$ cat config.mk
export PLATFORM = sky130hd
export DESIGN_NAME = pic_scanline_rle_decoder
export DESIGN_NICKNAME = d
export VERILOG_FILES = /design/src/hw/rtl/psrd_pkg.sv /design/src/hw/rtl/pic_scanline_rle_decoder.sv
export SDC_FILE = /design/constraint.sdc
export NUM_CORES = 1
export LEC_CHECK = 0
export ABC_AREA = 1
export BUFFER_PORTS_ARGS = -buffer_cell sky130_fd_sc_hd__clkbuf_2
export CORE_AREA = 4 4 178 180
export CTS_BUF_LIST = sky130_fd_sc_hd__clkbuf_8
export DETAILED_ROUTE_END_ITERATION = 7
export DIE_AREA = 0 0 182 184
export SYNTH_ARGS = -nofsm -noshare
export SYNTH_HDL_FRONTEND = slang
export SYNTH_SLANG_ARGS = --single-unit
$ cat constraint.sdc
create_clock -name clk -period 9.43 [get_ports clk]
set_input_delay 1.886 -clock clk [delete_from_list [all_inputs] [get_ports clk]]
set_output_delay 1.886 -clock clk [all_outputs]
set_load 0.02 [all_outputs]
$ cat src/hw/rtl/psrd_pkg.sv
// ----------------------------------------------------------------------------
// Scanline RLE decoder package
// Parse phase codes, register indexes, coding constants and the result type.
// ----------------------------------------------------------------------------
package psrd_pkg;

  // run length and position sum widths
  localparam int LEN_W = 16;
  localparam int SUM_W = LEN_W + 1;

  // parse phases
  localparam logic [1:0] PH_COUNT = 2'd0;
  localparam logic [1:0] PH_HIGH  = 2'd1;
  localparam logic [1:0] PH_LOW   = 2'd2;
  localparam logic [1:0] PH_COMP  = 2'd3;

  // channel codings
  localparam logic [1:0] ENC_RAW   = 2'd0;
  localparam logic [1:0] ENC_PURE  = 2'd1;
  localparam logic [1:0] ENC_MIXED = 2'd2;
  localparam logic [1:0] ENC_RSVD  = 2'd3;

  // configuration register indexes
  localparam logic [2:0] CFG_LINE_WIDTH      = 3'd0;
  localparam logic [2:0] CFG_CHANNEL_COUNT   = 3'd1;
  localparam logic [2:0] CFG_FIRST_ENCODING  = 3'd2;
  localparam logic [2:0] CFG_FIRST_MASK      = 3'd3;
  localparam logic [2:0] CFG_SECOND_ENCODING = 3'd4;
  localparam logic [2:0] CFG_SECOND_MASK     = 3'd5;

  // mixed-run count byte codes
  localparam logic [7:0] CNT_LONG    = 8'd128;
  localparam logic [7:0] REPEAT_BIAS = 8'd127;
  localparam logic [3:0] MASK_ALL    = 4'hF;

  // one decoded run
  typedef struct packed {
    logic [15:0] start_x;
    logic [15:0] run_length;
    logic [7:0]  red;
    logic [7:0]  green;
    logic [7:0]  blue;
    logic [7:0]  alpha;
    logic [3:0]  write_mask;
    logic        channel_index;
    logic        line_done;
    logic        status;
  } res_t;

endpackage

$ cat src/hw/rtl/pic_scanline_rle_decoder.sv
// ----------------------------------------------------------------------------
// Picture scanline run-length decoder
// Decodes one compressed byte per beat into runs of pixel components.
// ----------------------------------------------------------------------------
// Takes one byte of the compressed stream per cycle and emits at most one run
// per byte. Each byte is held in the input register until the result slot is
// free and then leaves its result in the output register, from which its run
// is presented. Throughput is one byte per cycle while out_stall is low; the
// whole parse state (phase, counts, position, channel) is updated in the cycle
// the byte is processed. Configuration writes are always taken (cfg_ready
// stays high) and apply from the next byte; write them only when the decoder
// is idle.
module pic_scanline_rle_decoder #(
  parameter int POSITION_BITS = 16
) (
  input  logic        clk,
  input  logic        rst_n,
  // byte input
  input  logic        in_valid,
  output logic        in_stall,
  input  logic [7:0]  in_data_byte,
  // run output
  output logic        out_valid,
  input  logic        out_stall,
  output logic [15:0] out_start_x,
  output logic [15:0] out_run_length,
  output logic [7:0]  out_red,
  output logic [7:0]  out_green,
  output logic [7:0]  out_blue,
  output logic [7:0]  out_alpha,
  output logic [3:0]  out_write_mask,
  output logic        out_channel_index,
  output logic        out_line_done,
  output logic        out_status,
  // configuration writes
  input  logic        cfg_valid,
  output logic        cfg_ready,
  input  logic [2:0]  cfg_index,
  input  logic [15:0] cfg_data
);

  localparam int P = POSITION_BITS;
  localparam int SUM_W_L = psrd_pkg::SUM_W;

  // configuration registers
  logic [15:0] line_width_r;
  logic [1:0]  chan_count_r;
  logic [1:0]  first_enc_r;
  logic [3:0]  first_mask_r;
  logic [1:0]  second_enc_r;
  logic [3:0]  second_mask_r;

  // input register
  logic        in_valid_r;
  logic [7:0]  in_byte_r;

  // parse state
  logic [1:0]  phase_r, phase_nxt;
  logic [1:0]  comp_idx_r, comp_idx_nxt;
  logic [15:0] pending_r, pending_nxt;
  logic [7:0]  literal_r, literal_nxt;
  logic [P-1:0] pos_r, pos_nxt;
  logic        chan_r, chan_nxt;
  logic        repeat_r, repeat_nxt;
  logic [7:0]  held_r [4];
  logic [7:0]  held_nxt [4];

  // output register
  logic           out_valid_r;
  psrd_pkg::res_t res_r, res_nxt;

  // datapath
  logic        fire;
  logic        emit;
  logic [P-1:0] width_eff;
  logic [P-1:0] rem;
  logic        two_chan;
  logic        chan_last;
  logic [1:0]  enc;
  logic [3:0]  mask;
  logic [2:0]  mask_pop;
  logic        do_comp;
  logic [1:0]  ci_in;
  logic [1:0]  ci_inc;
  logic        rep_in;
  logic [7:0]  lit_in;
  logic [7:0]  lit_dec;
  logic [15:0] count;
  logic [15:0] run_len;
  logic [SUM_W_L-1:0] pos_ext;
  logic [SUM_W_L-1:0] ovr_sum;
  logic [SUM_W_L-1:0] run_sum;
  logic        ovr;
  logic        chan_end;
  logic [1:0]  k_green;
  logic [1:0]  k_blue;
  logic [1:0]  k_alpha;

  assign cfg_ready = 1'b1;

  // configuration write port
  always_ff @(posedge clk) begin
    if (!rst_n) begin
      line_width_r  <= 16'd1;
      chan_count_r  <= 2'd1;
      first_enc_r   <= psrd_pkg::ENC_RAW;
      first_mask_r  <= 4'd14;
      second_enc_r  <= psrd_pkg::ENC_RAW;
      second_mask_r <= 4'd1;
    end else if (cfg_valid && cfg_ready) begin
      case (cfg_index)
        psrd_pkg::CFG_LINE_WIDTH:      line_width_r  <= cfg_data;
        psrd_pkg::CFG_CHANNEL_COUNT:   chan_count_r  <= cfg_data[1:0];
        psrd_pkg::CFG_FIRST_ENCODING:  first_enc_r   <= cfg_data[1:0];
        psrd_pkg::CFG_FIRST_MASK:      first_mask_r  <= cfg_data[3:0];
        psrd_pkg::CFG_SECOND_ENCODING: second_enc_r  <= cfg_data[1:0];
        psrd_pkg::CFG_SECOND_MASK:     second_mask_r <= cfg_data[3:0];
        default: ;
      endcase
    end
  end

  // effective settings for the active channel
  always_comb begin
    width_eff = (line_width_r[P-1:0] == '0) ? P'(1) : line_width_r[P-1:0];
    two_chan  = chan_count_r[1];
    chan_last = chan_r | ~two_chan;
    enc       = chan_r ? second_enc_r : first_enc_r;
    if (enc == psrd_pkg::ENC_RSVD) begin
      enc = psrd_pkg::ENC_RAW;
    end
    mask = chan_r ? second_mask_r : first_mask_r;
    if (mask == 4'h0) begin
      mask = psrd_pkg::MASK_ALL;
    end
    mask_pop = 3'(mask[3]) + 3'(mask[2]) + 3'(mask[1]) + 3'(mask[0]);
    rem      = (pos_r < width_eff) ? (width_eff - pos_r) : '0;
    pos_ext  = SUM_W_L'(pos_r);
  end

  // handshake: a byte is processed when the result slot is free
  assign fire     = in_valid_r && (!out_valid_r || !out_stall);
  assign in_stall = in_valid_r && !fire;

  // byte parse and run assembly
  always_comb begin
    phase_nxt    = phase_r;
    comp_idx_nxt = comp_idx_r;
    pending_nxt  = pending_r;
    literal_nxt  = literal_r;
    pos_nxt      = pos_r;
    chan_nxt     = chan_r;
    repeat_nxt   = repeat_r;
    held_nxt     = held_r;
    res_nxt      = res_r;
    emit         = 1'b0;
    count        = '0;
    ovr_sum      = '0;
    ovr          = 1'b0;
    run_len      = '0;
    run_sum      = '0;
    chan_end     = 1'b0;
    lit_dec      = '0;
    k_green      = '0;
    k_blue       = '0;
    k_alpha      = '0;

    // raw coding reads its count byte as the first component byte
    do_comp = fire && ((phase_r == psrd_pkg::PH_COMP) ||
                       ((phase_r == psrd_pkg::PH_COUNT) && (enc == psrd_pkg::ENC_RAW)));
    ci_in   = (phase_r == psrd_pkg::PH_COUNT) ? 2'd0 : comp_idx_r;
    rep_in  = (phase_r == psrd_pkg::PH_COUNT) ? 1'b0 : repeat_r;
    lit_in  = (phase_r == psrd_pkg::PH_COUNT) ? 8'd1 : literal_r;
    ci_inc  = ci_in + 2'd1;

    // count and long-count bytes
    if (fire && !do_comp) begin
      case (phase_r)
        psrd_pkg::PH_COUNT: begin
          if (enc == psrd_pkg::ENC_PURE) begin
            count = (16'(in_byte_r) > 16'(rem)) ? 16'(rem) : 16'(in_byte_r);
          end else if (in_byte_r > psrd_pkg::CNT_LONG) begin
            count = 16'(in_byte_r - psrd_pkg::REPEAT_BIAS);
          end else begin
            count = 16'(in_byte_r) + 16'd1;
          end
        end
        psrd_pkg::PH_LOW: count = {pending_r[15:8], in_byte_r};
        default: count = '0;
      endcase

      ovr_sum = pos_ext + SUM_W_L'(count);
      ovr     = (ovr_sum > SUM_W_L'(width_eff)) && (enc != psrd_pkg::ENC_PURE ||
                                                    phase_r != psrd_pkg::PH_COUNT);

      case (phase_r)
        psrd_pkg::PH_COUNT: begin
          if (enc == psrd_pkg::ENC_MIXED && in_byte_r == psrd_pkg::CNT_LONG) begin
            // long count follows, nothing to check yet
            phase_nxt = psrd_pkg::PH_HIGH;
            ovr       = 1'b0;
          end else if (!ovr) begin
            if (enc == psrd_pkg::ENC_PURE || in_byte_r > psrd_pkg::CNT_LONG) begin
              pending_nxt = count;
              repeat_nxt  = 1'b1;
            end else begin
              literal_nxt = count[7:0];
              repeat_nxt  = 1'b0;
            end
            comp_idx_nxt = 2'd0;
            phase_nxt    = psrd_pkg::PH_COMP;
          end
        end
        psrd_pkg::PH_HIGH: begin
          pending_nxt = {in_byte_r, 8'h00};
          phase_nxt   = psrd_pkg::PH_LOW;
          ovr         = 1'b0;
        end
        psrd_pkg::PH_LOW: begin
          if (!ovr) begin
            pending_nxt  = count;
            repeat_nxt   = 1'b1;
            comp_idx_nxt = 2'd0;
            phase_nxt    = psrd_pkg::PH_COMP;
          end
        end
        default: ovr = 1'b0;
      endcase

      // overrun: report and restart the line
      if (ovr) begin
        emit                  = 1'b1;
        res_nxt.start_x       = 16'(pos_r);
        res_nxt.run_length    = count;
        res_nxt.red           = '0;
        res_nxt.green         = '0;
        res_nxt.blue          = '0;
        res_nxt.alpha         = '0;
        res_nxt.write_mask    = '0;
        res_nxt.channel_index = chan_r;
        res_nxt.line_done     = 1'b0;
        res_nxt.status        = 1'b1;
        phase_nxt    = psrd_pkg::PH_COUNT;
        comp_idx_nxt = '0;
        pending_nxt  = '0;
        literal_nxt  = '0;
        pos_nxt      = '0;
        chan_nxt     = 1'b0;
        repeat_nxt   = 1'b0;
      end
    end

    // component bytes
    if (do_comp) begin
      held_nxt[ci_in] = in_byte_r;
      phase_nxt       = psrd_pkg::PH_COMP;
      repeat_nxt      = rep_in;
      literal_nxt     = lit_in;
      comp_idx_nxt    = ci_inc;
      if (ci_inc == 2'd0 || {1'b0, ci_inc} >= mask_pop) begin
        comp_idx_nxt = 2'd0;
        if (rep_in) begin
          run_len   = pending_r;
          phase_nxt = psrd_pkg::PH_COUNT;
        end else begin
          run_len     = 16'd1;
          lit_dec     = lit_in - 8'd1;
          literal_nxt = lit_dec;
          phase_nxt   = (lit_dec != 8'd0) ? psrd_pkg::PH_COMP : psrd_pkg::PH_COUNT;
        end
        run_sum  = pos_ext + SUM_W_L'(run_len);
        chan_end = run_sum >= SUM_W_L'(width_eff);
        pos_nxt  = run_sum[P-1:0];
        if (chan_end) begin
          chan_nxt     = ~chan_last;
          pos_nxt      = '0;
          phase_nxt    = psrd_pkg::PH_COUNT;
          literal_nxt  = '0;
          comp_idx_nxt = '0;
        end

        // place held bytes by mask, red first
        k_green = {1'b0, mask[3]};
        k_blue  = 2'(mask[3]) + 2'(mask[2]);
        k_alpha = 2'(mask[3]) + 2'(mask[2]) + 2'(mask[1]);
        if (run_len != 16'd0) begin
          emit                  = 1'b1;
          res_nxt.start_x       = 16'(pos_r);
          res_nxt.run_length    = run_len;
          res_nxt.red           = mask[3] ? held_nxt[2'd0] : 8'd0;
          res_nxt.green         = mask[2] ? held_nxt[k_green] : 8'd0;
          res_nxt.blue          = mask[1] ? held_nxt[k_blue] : 8'd0;
          res_nxt.alpha         = mask[0] ? held_nxt[k_alpha] : 8'd0;
          res_nxt.write_mask    = mask;
          res_nxt.channel_index = chan_r;
          res_nxt.line_done     = chan_end && chan_last;
          res_nxt.status        = 1'b0;
        end
      end
    end
  end

  // control registers
  always_ff @(posedge clk) begin
    if (!rst_n) begin
      in_valid_r  <= 1'b0;
      out_valid_r <= 1'b0;
      phase_r     <= psrd_pkg::PH_COUNT;
      comp_idx_r  <= '0;
      pending_r   <= '0;
      literal_r   <= '0;
      pos_r       <= '0;
      chan_r      <= 1'b0;
      repeat_r    <= 1'b0;
    end else begin
      if (!in_stall) begin
        in_valid_r <= in_valid;
      end
      if (fire && emit) begin
        out_valid_r <= 1'b1;
      end else if (!out_stall) begin
        out_valid_r <= 1'b0;
      end
      phase_r    <= phase_nxt;
      comp_idx_r <= comp_idx_nxt;
      pending_r  <= pending_nxt;
      literal_r  <= literal_nxt;
      pos_r      <= pos_nxt;
      chan_r     <= chan_nxt;
      repeat_r   <= repeat_nxt;
    end
  end

  // payload registers
  always_ff @(posedge clk) begin
    if (in_valid && !in_stall) begin
      in_byte_r <= in_data_byte;
    end
    if (fire && emit) begin
      res_r <= res_nxt;
    end
    held_r <= held_nxt;
  end

  assign out_valid         = out_valid_r;
  assign out_start_x       = res_r.start_x;
  assign out_run_length    = res_r.run_length;
  assign out_red           = res_r.red;
  assign out_green         = res_r.green;
  assign out_blue          = res_r.blue;
  assign out_alpha         = res_r.alpha;
  assign out_write_mask    = res_r.write_mask;
  assign out_channel_index = res_r.channel_index;
  assign out_line_done     = res_r.line_done;
  assign out_status        = res_r.status;

endmodule

Word-level counts from Yosys, hierarchy flattened

Cells that the tools add are included.

Register bits after elaboration: 189
Bits of input ports: 32
Output and inout bits: 74

Add/subtract/negate cells: 12
Magnitude comparators: 11
Equality and inequality tests: 24
Mux-type cells: 99
Bitwise gates (word level): 7
Reduce and logical (&&, ||, !) cells: 46

Operators with widths:

| cell                | count |
|---|---|
| $mux 71             | 5 |
| $mux 16             | 19 |
| $mux 8              | 22 |
| $bmux 8 s2          | 3 |
| $pmux 16 s3         | 1 |
| $mux 2              | 18 |
| $add 16x16->17      | 2 |
| $bwmux 32           | 1 |
| $pmux 16 s2         | 1 |
| $mux 1              | 22 |
| $ge 17x16->1        | 1 |
| $gt 17x16->1        | 1 |
| $demux 8 s2         | 1 |
| $gt 8x16->1         | 1 |
| $logic_not 16->1    | 1 |
| $lt 16x16->1        | 1 |
| $reduce_bool 16->1  | 1 |
| $sub 16x16->16      | 1 |
| $ne 3x2->1 const B  | 5 |
| $reduce_and 2->1    | 7 |
| $ge 3x3->1 const B  | 4 |
| $logic_and 1x1->1   | 11 |
| $reduce_and 5->1    | 2 |
| $add 8x1->9 const B | 1 |
| 41 further kinds    | 67 |

Depth between registers and ports, before layout

Word-level depth: 23
Depth in mapped cells: 62
Mapped depth without buffers: 62

Worst setup path before layout

No wires, ideal clock.

Path kind: reg-to-reg
Start: register line_width_r[1]
End: register res_r (netlist bit out_run_length[12]), data pin
Setup time: 0.147 ns
Arrival: 6.937 ns
Setup slack: 2.347 ns
Cell stages (with the launch flop): 59
Path through: dfxtp_1 -> inv_2 -> nand4_1 -> nor2_1 -> a31oi_1 -> ha_1 -> inv_1 -> ha_1 -> inv_1 -> nand2_4 -> nand2_2 -> nand2_4 -> nand2_2 -> nand2_2 -> nand2_2 -> a21oi_4 -> inv_2 -> nor2_1 -> (+23 left out) -> o21bai_1 -> a21oi_1 -> nor2_1 -> nor2_1 -> xor2_1 -> inv_1 -> ha_1 -> nand2_1 -> nor3_1 -> nor2_1 -> nand3_2 -> nand4_4 -> nor2_4 -> inv_2 -> nand2_2 -> buf_4 -> o22ai_1 -> a21oi_1

RTL lines:

| element                | RTL line                        | source |
|---|---|---|
| from (decl)            | pic_scanline_rle_decoder.sv:46  | `logic [15:0] line_width_r;` |
| from (signal assigned) | pic_scanline_rle_decoder.sv:112 | `psrd_pkg::CFG_LINE_WIDTH: line_width_r <= cfg_data;` |
| to (signal assigned)   | pic_scanline_rle_decoder.sv:340 | `res_r <= res_nxt;` |
| to (decl)              | pic_scanline_rle_decoder.sv:70  | `psrd_pkg::res_t res_r, res_nxt;` |

==> impl_summary.md <==
Detailed routing
The average vias per placed instance is approximately 5.5. The routed design uses roughly 18 mm of met2 wire. In the routed design, unresolved DRC markers number 0. The length of routed wiring on met1 is between 20 and 25 mm.

The length of routed met3 wiring is 2.70 mm. The final routed wire length divided by cell count is 18.3 um. The number of vias in the routed layout is 12700.

The count of nets left with antenna violations once routing finished came out at 0. The violation count after the first detailed-route iteration is about 1100. The overall routed net length is 42.1 mm. The first TritonRoute pass finished after 6 iterations. The top metal layer carrying routed signals is met4.

STA
The count of final hold-check violations came to 0. The worst clock skew on the final layout is 24.1 ps. The count of pins over their slew limit is 0.

The measured slew at the worst slew-check pin is approximately 900 ps. The count of final setup violators is 0. Setup slack closes at around 800 ps. Setup repair after global routing could not meet its margin everywhere.

The minimum clock period is 8630 ps. Measured against its own limit, the worst slew margin works out to 0.415. The fraction of the cycle the final worst path needs is 0.915. The highest attainable clock frequency is roughly 120 MHz.

Global route
The via count of the first global-routing pass is approximately 12000. The largest net degree at the start of global routing is between 70 and 80. The sum of overflow across all layers after global routing is 0. The first global-routing pass estimated 65.7 mm of wire. The number of antenna violations at the first check in global routing was 0.

The total routing usage reported by global routing is 0.248.

Clock tree
After clock tree synthesis, the clock-pin slew on the worst setup and hold paths is roughly 130 ps. The clock passes through at most 2 buffers. Gates resized during post-CTS repair numbered 0. The number of buffers created by CTS is 17. After clock tree synthesis, the flow added hold-fix buffers numbering 0. The total number of clock tree sinks is about 190. At the later pin of the worst-skew pair, clock insertion delay measures 500 ps.

TritonCTS built the clock tree. The tree is rooted in a sky130_fd_sc_hd__clkbuf_8. The H-tree was split into 4 levels. The number of setup buffers added after CTS is 0.

Setup path
The capture instance of the worst register-to-register path is out_run_length[7]$_DFFE_PP_. Data arrives at the worst endpoint at 8900 ps. The dominant cell type by count on the critical path is sky130_fd_sc_hd__nand2_1. The kind of critical path is reg2reg. Following the worst setup path forward leads to its endpoint at out_run_length[7]$_DFFE_PP_. The dominant delay contributor by cell family on the critical path is simple AND/OR/NAND/NOR gates. In this run the critical register-to-register path is launched from line_width_r[3]$_SDFFE_PN0P_. The minimum setup slack among reg-to-reg paths is 800 ps. The cell type of the slowest stage on the worst timing path is sky130_fd_sc_hd__inv_2. The cell count of the worst reg-to-reg path is 56. The critical path crosses 56 cells after its start point. Along the worst path, the maximum fanout reaches 47.

The highest cell delay on the worst timing path is 410 ps. The worst setup path is launched from a flop. The number of buffers and inverters on the critical path is 9. The kind of end point of the critical path is a flop. The required time of the critical path is 9700 ps. The most critical setup path has its startpoint at line_width_r[3]$_SDFFE_PN0P_.

Floorplan
Measured along the y axis, the die boundary spans 184 um. The floorplan step set the die width to 182 um. The number of top-level pins is 106.

For this configuration, the core starts out at a cell density of 0.446. The area enclosed by the die boundary is 33500 sq um. The standard cell core area is 30200 sq um. After floorplanning, the core was divided into 64 placement rows.

Status
The run finished with clean final reports.

Pwr
Of the total power, combinational logic draws 0.383. The total net switching power is 0.00110 W. Of the total power, the share spent switching nets is 0.426. The internal power of the cells totals between 0.001 and 0.0015 W.

VDD sags by at most 89.0 uV. The leakage dissipation is between 6 and 7 nW. The total power consumption of the routed design is 0.00259 W. Of the total power, the clock network draws 0.215. The power density over cell area is 177 nW/um^2. The sequential share of power is 0.401.

Yosys
Yosys attributes the largest share of cell area to sky130_fd_sc_hd__edfxtp_1, sky130_fd_sc_hd__nand2_1, sky130_fd_sc_hd__dfxtp_1. The share of the Yosys chip area taken by registers is 0.362. The share of synthesized area in the top cell type comes to 0.248. The number of nets produced by synthesis is just under 2000. The most used flip-flop cell after synthesis is sky130_fd_sc_hd__edfxtp_1. The synthesis-stage register bit count is about 190.

The fraction of synthesis flops using an asynchronous set or reset pin is 0. The largest total area in the synthesized netlist belongs to sky130_fd_sc_hd__edfxtp_1. The mean cell area of the mapped netlist is 7.34 sq um. Counting flops with a built-in enable in the synthesized netlist gives approximately 110. The instance count of the mapped netlist is 1833. The synthesized netlist occupies a cell area of about 13000 sq um. The number of different library cells used by synthesis comes to 50. The Yosys step of the flow raised 0 warnings.

Place
The HPWL after detailed placement is roughly 33 mm. Routability-driven placement finished with a final weighted congestion of 0.942. The placed instances occupy a cell area of between 10000 and 15000 sq um.

The number of I/O port buffers is about 100. Once placement completed, the tool counted placed cells totaling 2268. The worst slack at placement is between 700 and 800 ps.

Hold path
The worst hold path passes through 2 cells. The path class of the tightest hold or removal check is reg2reg.

Cells and area
The library cell used most frequently in the layout, excluding fill and tap cells, is sky130_fd_sc_hd__nand2_1. The share of final-layout standard cells stronger than drive strength 1 is 0.110. The repair_antennas step left the layout with diodes totalling 0. The relative area change from synthesis to final layout is 8.75%. The finished cells cover between 10000 and 15000 sq um.

For this run, the post-layout net count is 2033. The finished layout holds 2300 standard cells, fillers aside. In the layout the commonest cells are sky130_fd_sc_hd__nand2_1, sky130_fd_sc_hd__inv_1, sky130_fd_sc_hd__a21oi_1, sky130_fd_sc_hd__o21ai_0.

Run
The number of max-cap violations is 0.
[logic make-up after synthesis]
logic type	Yosys count	synth area share
AO/OA/AOI/OAI	383	0.158
XOR/XNOR	37	0.0241
adder cells (fa/ha/maj)	110	0.104
buffers and inverters	325	0.0946
flip-flops	188	0.362
multiplexers	4	0.00297
other	1	0.000279
AND/OR/NAND/NOR	785	0.253
[metrics by stage]
stage | hold slack [ps] | utilization | setup TNS [ps]
floorplan | 428 | - | 0
global placement | 445 | 0.472 | 0
detailed placement | 453 | 0.472 | 0
CTS | 470 | 0.485 | 0
global route | 490 | 0.485 | -39.4
finish | 471 | 0.485 | 0
[power groups by stage]
stage                     clock (W)  sequential (W)  combinational, W
final                      0.000556         0.00104          0.000991
after global routing       0.000595         0.00105           0.00111
after CTS                  0.000568         0.00104          0.000985
after detailed placement          0         0.00106          0.000980
after global placement            0         0.00105          0.000972
after floorplan                   0         0.00109          0.000663
[area by class of cell]
type	instances	area [sq um]
clock buffer	17	234
multi-input combinational	1320	7340
clock inverter	15	150
tap	396	495
fill	3075	15500
timing repair buffer	112	606
inverter	252	946
sequential	188	4870
[how the worst min path moves through the flow]
stage / startpoint / endpoint / slack, ps
2_1_floorplan: first_mask_r[1]$_SDFFE_PN1P_ / first_mask_r[1]$_SDFFE_PN1P_ / 430
3_3_place_gp: second_mask_r[0]$_SDFFE_PN1P_ / second_mask_r[0]$_SDFFE_PN1P_ / 440
3_5_place_dp: comp_idx_r[1]$_SDFFE_PN0P_ / comp_idx_r[1]$_SDFFE_PN0P_ / 450
4_1_cts: comp_idx_r[1]$_SDFFE_PN0P_ / comp_idx_r[1]$_SDFFE_PN0P_ / 470
5_1_grt: comp_idx_r[1]$_SDFFE_PN0P_ / comp_idx_r[1]$_SDFFE_PN0P_ / 490
6_report: comp_idx_r[1]$_SDFFE_PN0P_ / comp_idx_r[1]$_SDFFE_PN0P_ / 470
[cells in the mapped netlist (all sizes together) (16+ instances only)]
| master | number |
|---|---|
| nor2 | 130 |
| xor2 | 28 |
| o21ai | 158 |
| nand2 | 473 |
| nand4 | 19 |
| clkbuf | 46 |
| edfxtp | 111 |
| nand3 | 125 |
| nor3 | 17 |
| ha | 106 |
| inv | 249 |
| a21oi | 161 |
| o211ai | 16 |
| dfxtp | 77 |
| buf | 27 |
[state kept, by name, summed over array words and instances (netlist names), 16 cells and up]
name,cells
out_start_x,16
line_width_r,16
pos_r,16
held_r,32
out_run_length,16
pending_r,16
[layer usage]
layer  up-vias  track usage
met2       455        0.378
li1       6217            -
met4         0       0.0588
met5         -            0
met1      5924        0.370
met3        54       0.0376
[tightest hold or removal path, delay by kind of cell (launching register included)]
family,cells,cell delay (ps)
flops,1,320
simple gates,1,60
compound gates,1,50
Note: power is estimated with default switching activity, not from simulation.
